===== config.mk =====
export PLATFORM = sky130hd
export DESIGN_NAME = arp_cache_table_core
export DESIGN_NICKNAME = d
export VERILOG_FILES = /design/src/rtl/arpc_pkg.sv /design/src/rtl/arp_cache_table_core.sv /design/src/rtl/arpc_ram.sv
export VERILOG_INCLUDE_DIRS = /design/src /design/src/rtl
export SDC_FILE = /design/constraint.sdc
export NUM_CORES = 2
export LEC_CHECK = 0
export ABC_CLOCK_PERIOD_IN_PS = 13700
export BUFFER_PORTS_ARGS = -buffer_cell sky130_fd_sc_hd__buf_2
export CORE_ASPECT_RATIO = 0.8
export CORE_MARGIN = 10
export CORE_UTILIZATION = 60
export CTS_CLUSTER_DIAMETER = 120
export CTS_CLUSTER_SIZE = 8
export DETAILED_ROUTE_END_ITERATION = 10
export PLACE_DENSITY = 0.76
export SETUP_SLACK_MARGIN = 0.1
export SLEW_MARGIN = 20
export SYNTH_ARGS = -nofsm -noshare
export SYNTH_HDL_FRONTEND = slang
export SYNTH_SLANG_ARGS = --single-unit

===== constraint.sdc =====
create_clock -name clk -period 13.7 [get_ports clk]
set_input_delay 0.685 -clock clk [delete_from_list [all_inputs] [get_ports clk]]
set_output_delay 0.685 -clock clk [all_outputs]
set_load 0.02 [all_outputs]

===== src/rtl/arp_cache_table_core_defines.svh =====
// Assertion macros shared by the ARP cache table RTL.
`ifndef ARP_CACHE_TABLE_CORE_DEFINES_SVH
`define ARP_CACHE_TABLE_CORE_DEFINES_SVH

`ifndef SYNTH
// Checks that a condition holds at every clock edge outside reset.
`define ARPC_ASSERT(lbl, cond, msg) \
  lbl: assert property (@(posedge clk) disable iff (rst) (cond)) else $error(msg);
// Checks that a condition at one edge is followed by another at the next edge.
`define ARPC_ASSERT_NEXT(lbl, ante, cons, msg) \
  lbl: assert property (@(posedge clk) disable iff (rst) (ante) |=> (cons)) else $error(msg);
`else
`define ARPC_ASSERT(lbl, cond, msg)
`define ARPC_ASSERT_NEXT(lbl, ante, cons, msg)
`endif

`endif


===== src/rtl/arpc_pkg.sv =====
// Types and constants of the ARP cache table.
`default_nettype none
package arpc_pkg;

  localparam int ENTRIES = 32;
  localparam int IDX_W   = (ENTRIES > 1) ? $clog2(ENTRIES) : 1;
  localparam int CNT_W   = $clog2(ENTRIES + 1);

  localparam logic [1:0] MODE_ADD     = 2'd0;
  localparam logic [1:0] MODE_DEL_IP  = 2'd1;
  localparam logic [1:0] MODE_DEL_ALL = 2'd2;
  localparam logic [1:0] MODE_FIND    = 2'd3;

  localparam logic [1:0] STATUS_OK   = 2'd0;
  localparam logic [1:0] STATUS_MISS = 2'd1;
  localparam logic [1:0] STATUS_FULL = 2'd2;

  typedef struct packed {
    logic [1:0]  mode;
    logic [31:0] ip_addr;
    logic [47:0] mac_addr;
    logic        dynamic_flag;
    logic [31:0] stamp;
  } req_t;

  typedef struct packed {
    logic [1:0]  status;
    logic [47:0] found_mac;
    logic        found_dynamic;
    logic [31:0] found_stamp;
    logic [4:0]  entry_index;
    logic [5:0]  entry_count;
    logic [5:0]  removed_count;
  } rsp_t;

  typedef struct packed {
    logic [31:0] ip;
    logic [47:0] mac;
    logic [31:0] stamp;
    logic        kind;
  } entry_t;

endpackage
`default_nettype wire


===== src/rtl/arp_cache_table_core.sv =====
// Top level of the ARP cache table: sequencer around one entry RAM.
`default_nettype none
`include "arp_cache_table_core_defines.svh"
// The table keeps up to ENTRIES entries packed from index 0 in insertion order,
// all four fields of an entry in one word of a single RAM with a registered
// read. One item is processed at a time. An add goes from acceptance straight
// to the done state, where its result is registered once the output register
// is free. Delete, delete-all and find walk every valid entry through the RAM
// read port, one entry a cycle; the deletes compact in place through the write
// port behind the read pointer. Their result is registered in the done state
// after the scan ends, and the block then returns to idle, where it accepts
// the next item. A new item is accepted once the previous result has moved
// into the output register, so a result may wait there while the next item
// runs; a result that cannot enter the output register holds the block in
// its done state. No clearing pass is needed after reset: only entries below
// the fill count are ever read.
module arp_cache_table_core (
  input  wire logic          clk,
  input  wire logic          rst,
  input  wire logic          req_valid,
  output logic               req_ready,
  input  wire arpc_pkg::req_t req,
  output logic               rsp_valid,
  input  wire logic          rsp_ready,
  output arpc_pkg::rsp_t     rsp
);

  localparam logic [1:0] S_IDLE = 2'd0;
  localparam logic [1:0] S_SCAN = 2'd1;
  localparam logic [1:0] S_DONE = 2'd2;

  localparam int IDX_W = arpc_pkg::IDX_W;
  localparam int CNT_W = arpc_pkg::CNT_W;

  logic [1:0]            state;
  arpc_pkg::req_t        op;
  logic [CNT_W-1:0]      cnt;
  logic [CNT_W-1:0]      cnt_next;
  logic [CNT_W-1:0]      rd_idx;
  logic                  p_vld;
  logic [IDX_W-1:0]      p_idx;
  logic [CNT_W-1:0]      w;
  logic                  hit;
  logic [IDX_W-1:0]      hit_idx;
  arpc_pkg::entry_t      hit_ent;
  arpc_pkg::rsp_t        rsp_next;

  logic                  issue;
  logic                  first_hit;
  logic                  drop;
  logic                  keep_wr;
  logic                  full;
  logic                  rsp_free;
  logic                  finish;
  logic                  add_wr;
  logic                  scan_end;
  logic                  ram_we;
  logic [IDX_W-1:0]      ram_waddr;
  arpc_pkg::entry_t      ram_wdata;
  logic [IDX_W-1:0]      ram_raddr;
  logic [$bits(arpc_pkg::entry_t)-1:0] ram_rdata;
  arpc_pkg::entry_t      q;
  arpc_pkg::entry_t      add_ent;

  assign req_ready = (state == S_IDLE);

  assign q        = arpc_pkg::entry_t'(ram_rdata);
  assign issue    = (state == S_SCAN) && (rd_idx < cnt);
  assign full     = (cnt == CNT_W'(arpc_pkg::ENTRIES));
  assign rsp_free = !rsp_valid || rsp_ready;
  assign finish   = (state == S_DONE) && rsp_free;
  assign add_wr   = finish && (op.mode == arpc_pkg::MODE_ADD) && !full;
  assign scan_end = (state == S_SCAN) && !issue && !p_vld;

  // Only the lowest-indexed IP match counts for delete and find.
  assign first_hit = p_vld && !hit && (q.ip == op.ip_addr) &&
                     ((op.mode == arpc_pkg::MODE_DEL_IP) || (op.mode == arpc_pkg::MODE_FIND));
  assign drop = p_vld &&
                (((op.mode == arpc_pkg::MODE_DEL_IP) && first_hit) ||
                 ((op.mode == arpc_pkg::MODE_DEL_ALL) && (q.kind == op.dynamic_flag)));
  // Kept entries are written back at the compacted position, which never
  // runs ahead of the entry just read.
  assign keep_wr = p_vld && (op.mode != arpc_pkg::MODE_FIND) && !drop;

  assign add_ent.ip    = op.ip_addr;
  assign add_ent.mac   = op.mac_addr;
  assign add_ent.stamp = op.stamp;
  assign add_ent.kind  = op.dynamic_flag;

  assign ram_we    = keep_wr || add_wr;
  assign ram_waddr = add_wr ? cnt[IDX_W-1:0] : w[IDX_W-1:0];
  assign ram_wdata = add_wr ? add_ent : q;
  assign ram_raddr = rd_idx[IDX_W-1:0];

  arpc_ram #(
    .WIDTH($bits(arpc_pkg::entry_t)),
    .DEPTH(arpc_pkg::ENTRIES)
  ) u_ram (
    .clk  (clk),
    .we   (ram_we),
    .waddr(ram_waddr),
    .wdata(ram_wdata),
    .re   (issue),
    .raddr(ram_raddr),
    .rdata(ram_rdata)
  );

  always_comb begin
    rsp_next               = '0;
    rsp_next.status        = arpc_pkg::STATUS_OK;
    rsp_next.entry_count   = 6'(cnt);
    cnt_next               = cnt;
    case (op.mode)
      arpc_pkg::MODE_ADD: begin
        if (full) begin
          rsp_next.status = arpc_pkg::STATUS_FULL;
        end else begin
          cnt_next               = cnt + 1'b1;
          rsp_next.entry_index   = 5'(cnt);
          rsp_next.entry_count   = 6'(cnt_next);
        end
      end
      arpc_pkg::MODE_DEL_IP: begin
        if (hit) begin
          cnt_next               = w;
          rsp_next.entry_index   = 5'(hit_idx);
          rsp_next.entry_count   = 6'(w);
          rsp_next.removed_count = 6'(cnt - w);
        end else begin
          rsp_next.status = arpc_pkg::STATUS_MISS;
        end
      end
      arpc_pkg::MODE_DEL_ALL: begin
        cnt_next               = w;
        rsp_next.entry_count   = 6'(w);
        rsp_next.removed_count = 6'(cnt - w);
      end
      default: begin
        if (hit) begin
          rsp_next.found_mac     = hit_ent.mac;
          rsp_next.found_dynamic = hit_ent.kind;
          rsp_next.found_stamp   = hit_ent.stamp;
          rsp_next.entry_index   = 5'(hit_idx);
        end else begin
          rsp_next.status = arpc_pkg::STATUS_MISS;
        end
      end
    endcase
  end

  always_ff @(posedge clk) begin
    if (rst) begin
      state     <= S_IDLE;
      cnt       <= '0;
      rsp_valid <= 1'b0;
      p_vld     <= 1'b0;
    end else begin
      if (finish) begin
        rsp_valid <= 1'b1;
      end else if (rsp_valid && rsp_ready) begin
        rsp_valid <= 1'b0;
      end
      case (state)
        S_IDLE: begin
          if (req_valid) begin
            op     <= req;
            rd_idx <= '0;
            w      <= '0;
            hit    <= 1'b0;
            p_vld  <= 1'b0;
            state  <= (req.mode == arpc_pkg::MODE_ADD) ? S_DONE : S_SCAN;
          end
        end
        S_SCAN: begin
          p_vld <= issue;
          p_idx <= rd_idx[IDX_W-1:0];
          if (issue) begin
            rd_idx <= rd_idx + 1'b1;
          end
          if (keep_wr) begin
            w <= w + 1'b1;
          end
          if (first_hit) begin
            hit     <= 1'b1;
            hit_idx <= p_idx;
            hit_ent <= q;
          end
          if (scan_end) begin
            state <= S_DONE;
          end
        end
        S_DONE: begin
          if (rsp_free) begin
            rsp   <= rsp_next;
            cnt   <= cnt_next;
            state <= S_IDLE;
          end
        end
        default: begin
          state <= S_IDLE;
        end
      endcase
    end
  end

  `ARPC_ASSERT(a_cnt_range, cnt <= CNT_W'(arpc_pkg::ENTRIES), "fill count beyond depth")
  `ARPC_ASSERT(a_wr_ptr_behind, (state != S_SCAN) || (w <= rd_idx), "write pointer ahead")
  `ARPC_ASSERT(a_wr_in_range, !(keep_wr && (state == S_SCAN)) || (w < cnt), "write past fill")
  `ARPC_ASSERT(a_no_rw_clash, !(ram_we && issue) || (ram_waddr != ram_raddr), "entry clash")
  `ARPC_ASSERT_NEXT(a_done_delivers, finish, (state == S_IDLE) && rsp_valid, "result lost")

endmodule
`default_nettype wire


===== src/rtl/arpc_ram.sv =====
// Generic simple dual-port RAM with a registered read.
`default_nettype none
module arpc_ram #(
  parameter int WIDTH = 8,
  parameter int DEPTH = 16
) (
  input  wire logic                                         clk,
  input  wire logic                                         we,
  input  wire logic [((DEPTH > 1) ? $clog2(DEPTH) : 1)-1:0] waddr,
  input  wire logic [WIDTH-1:0]                             wdata,
  input  wire logic                                         re,
  input  wire logic [((DEPTH > 1) ? $clog2(DEPTH) : 1)-1:0] raddr,
  output logic      [WIDTH-1:0]                             rdata
);

  logic [WIDTH-1:0] mem [DEPTH];

  always_ff @(posedge clk) begin
    if (we) begin
      mem[waddr] <= wdata;
    end
    if (re) begin
      rdata <= mem[raddr];
    end
  end

endmodule
`default_nettype wire

==> impl_metrics.tcl <==
set metrics [dict create \
    nNetsFinal 6981 \
    hold_class "in2reg" \
    rrSetupSlack_ns 6.65 \
    io_buffers 220 \
    dieHeight_um 472.5 \
    post-cts-setup-buffer-count 0 \
    period_minus_slack_ns 7.046 \
    critPathMaxFanout 47 \
    placed_cells 9511 \
    hold_buffers 104 \
    arrival_ns 7.57 \
    clockRootBuffer "clkbuf_16" \
    rows 166 \
    busiest_layer "met2" \
    tightest_slew_ns 1.201 \
    whs_endpoint "add_ent[87]" \
    cts-buffers-inserted 581 \
    avgSynthCellArea_um2 25.15 \
    synth_fp_nets 6243 \
    die_w_um 585.6 \
    fin_crit_sh_pct 51.43 \
    synth_flop_cell "edfxtp_1" \
    routed_via_density 7.272 \
    io_pins 221 \
    drive_gt1_share_pct 33.20 \
    power-per-cell-area_nw_per_um2 162.1 \
    met1_usage_pct 39.82 \
    syn_inst 6104 \
    antenna_found_initial 13 \
    relSlewSlack_pct 19.93 \
    pwr-share-comb_pct 6.5 \
    worst_setup_path_start_kind "flip-flop" \
    clock_path_buffers 4 \
    end_kind "flip-flop" \
    finalSetupViolCount 0 \
    synth-edff-count 4048 \
    routed_wl_mm 410.5 \
    grt_max_degree 161 \
    p_int_mw 22.31 \
    drtPass1Iterations 7 \
    swShare_pct 21.64 \
    cp_data_required_time_ns 14.22 \
    clkPwrFrac_pct 44.5 \
    clkLatencyLatePin_ns 0.94 \
    drcViolationCount 0 \
    via_count 74650 \
    p_leak_nw 55.04 \
    holdCritStartpoint "req[87]" \
    finalHoldViolCount 0 \
    yosysSeqAreaShare_pct 79.30 \
    grt_pass1_wl_mm 585.6 \
    seqPwrFrac_pct 49.0 \
    area_delta_synth_final_pct 14.38 \
    drtIter0Drc 11960 \
    fmax_mhz 141.9 \
    r2r_start "cnt[1]" \
    place_hpwl_mm 176.5 \
    dieArea_um2 276700 \
    clock_skew_ns 0.05074 \
    crit_type "reg2reg" \
    ir_worst_vdd_mv 0.1149 \
    hold_ws_ns 0.05365 \
    ant_nets 0 \
    grt.total_usage_pct 29.60 \
    min_path_cells 1 \
    clk_pin_slew_ns 0.05 \
    yosysWarnings 0 \
    drt-wirelength-per-cell_um 39.98 \
    cts_htree_levels 6 \
    use_met2_pct 48.19 \
    yosys_register_bits 4058 \
    setup_tns_ns 0 \
    synth_cell_type_count 52 \
    status "finished, final reports clean" \
    gp_congestion 0.7823 \
    r2r_cells 10 \
    cts_num_sinks 4058 \
    initial_core_util_pct 60.15 \
    core_um2 255300 \
    r2r-end "u_ram.mem[23][60]" \
    cts_resized 0 \
    p_switching_mw 6.160 \
    finalMaxSlewViolations 0 \
    synthArstFlopShare_pct 0 \
    met3_usage_pct 6.371 \
    final_cells 10270 \
    grt_pass1_vias 78230 \
    syn-cell-area_um2 153500 \
    drv_cap 0 \
    grt_setup_unrepaired "false" \
    grt-ovfl-total 0 \
    cts_tree "done" \
]
==> per-layer routing <==
metal | vias to the layer above | share of wire (%)
met4 | 6 | 4.6
met2 | 6320 | 50
met1 | 39660 | 35
met3 | 1052 | 11
li1 | 27610 | -
met5 | - | 0.011
==> final cells by class <==
| cell class | count | area, um^2 |
|---|---|---|
| clock inverter | 38 | 536.8 |
| clock buffer | 603 | 14880 |
| timing repair buffer | 457 | 3577 |
| sequential | 4058 | 121800 |
| tap | 3360 | 4204 |
| fill | 13920 | 79630 |
| multi-input combinational | 1719 | 30570 |
| antenna | 6 | 15.01 |
| inverter | 25 | 93.84 |
==> worst max-delay path, stage by stage (launching register included) <==
cell	delay [ns]
dfxtp_1	0.53
inv_1	0.21
ha_1	0.25
nand4_1	0.34
and3_4	0.73
buf_4	0.71
a31oi_1	0.47
nand2b_1	0.47
nor2_4	0.94
buf_4	0.86
buf_4	0.94
==> cell usage in the layout (no fill, tap or decap), types with 33 or more instances in the layout <==
cell type	instances
dlygate4sd3_1	104
mux4_2	1129
nor2_1	39
edfxtp_1	4048
xnor2_1	42
mux2_2	130
and2_1	83
buf_12	33
buf_2	221
buf_4	92
clkbuf_16	593
mux2_1	96
==> how the worst max path moves through the flow <==
| stage | from | end | slack, ns | cells past startpoint |
|---|---|---|---|---|
| final | cnt[1] | u_ram.mem[23][60] | 6.65 | 10 |
| after global routing | cnt[1] | u_ram.mem[23][52] | 6.50 | 11 |
| after CTS | cnt[1] | u_ram.mem[23][52] | 6.73 | 11 |
| after detailed placement | rsp_ready | u_ram.mem[23][83] | 6.82 | 11 |
| after global placement | rsp_ready | u_ram.mem[23][104] | 6.84 | 11 |
| after floorplan | rsp_ready | u_ram.mem[11][0] | 3.32 | 7 |
==> power by group through the flow <==
stage / combinational (mW) / sequential, mW / clock, mW
floorplan: 1.23 / 14.2 / 0
global placement: 1.72 / 14.2 / 0
detailed placement: 1.76 / 14.2 / 0
CTS: 1.83 / 14.0 / 12.8
global route: 1.93 / 13.9 / 13.3
finish: 1.84 / 14.0 / 12.7
==> state kept, by name, indices dropped and copies added (netlist names), 5 cells and up <==
name / cells
p_idx: 5
rsp: 100
hit_ent: 81
add_ent: 113
rd_idx: 6
cnt: 6
u_ram.mem: 3616
hit_idx: 5
u_ram.rdata: 113
w: 6
==> logic make-up (layout without fill, tap and decap cells) <==
| kind of cell | count (synthesis) | in the layout | share of synthesized area, % |
|---|---|---|---|
| buffers and inverters | 327 | 1123 | 0.9322 |
| flip-flops | 4058 | 4058 | 79.30 |
| adder cells (fa/ha/maj) | 20 | 20 | 0.1679 |
| XOR/XNOR | 46 | 46 | 0.2624 |
| AND/OR/NAND/NOR | 224 | 224 | 0.7766 |
| AO/OA/AOI/OAI | 69 | 69 | 0.3040 |
| other | 0 | 6 | 0 |
| multiplexers | 1360 | 1360 | 18.26 |
==> per-stage QoR <==
stage          area (um^2)  worst slack (ns)  power (mW)  util (%)
2_1_floorplan       153500             3.324       15.40         -
3_3_place_gp        159100             6.841       15.89     62.33
3_5_place_dp        159100             6.817       15.93     62.33
4_1_cts             175600             6.734       28.56     68.77
5_1_grt             175600             6.498       29.13     68.80
6_report            175600             6.654       28.47     68.80
==> Yosys cell counts, types with 4 or more instances <==
cell,n,area share [%]
edfxtp_1,4048,79
a22o_1,5,0.029
inv_1,18,0.044
clkbuf_1,176,0.43
a22oi_1,4,0.020
mux2_1,113,0.83
buf_6,6,0.044
o21ai_0,7,0.023
xor2_1,4,0.023
o31ai_1,4,0.020
xnor2_1,42,0.24
mux4_2,1129,17
nand4_1,12,0.049
o21ai_1,9,0.029
and2_1,84,0.34
dfxtp_1,10,0.13
nor2_1,44,0.11
mux2_2,113,0.83
buf_2,58,0.19
buf_1,39,0.095
a21oi_1,14,0.046
mux2i_1,4,0.026
nor3_1,39,0.13
nand3_1,10,0.033
o211ai_1,4,0.020
nand2b_1,8,0.033
ha_1,19,0.15
inv_2,7,0.017
nand2_1,16,0.039
buf_4,23,0.11
(Power assumes the default switching activity.)
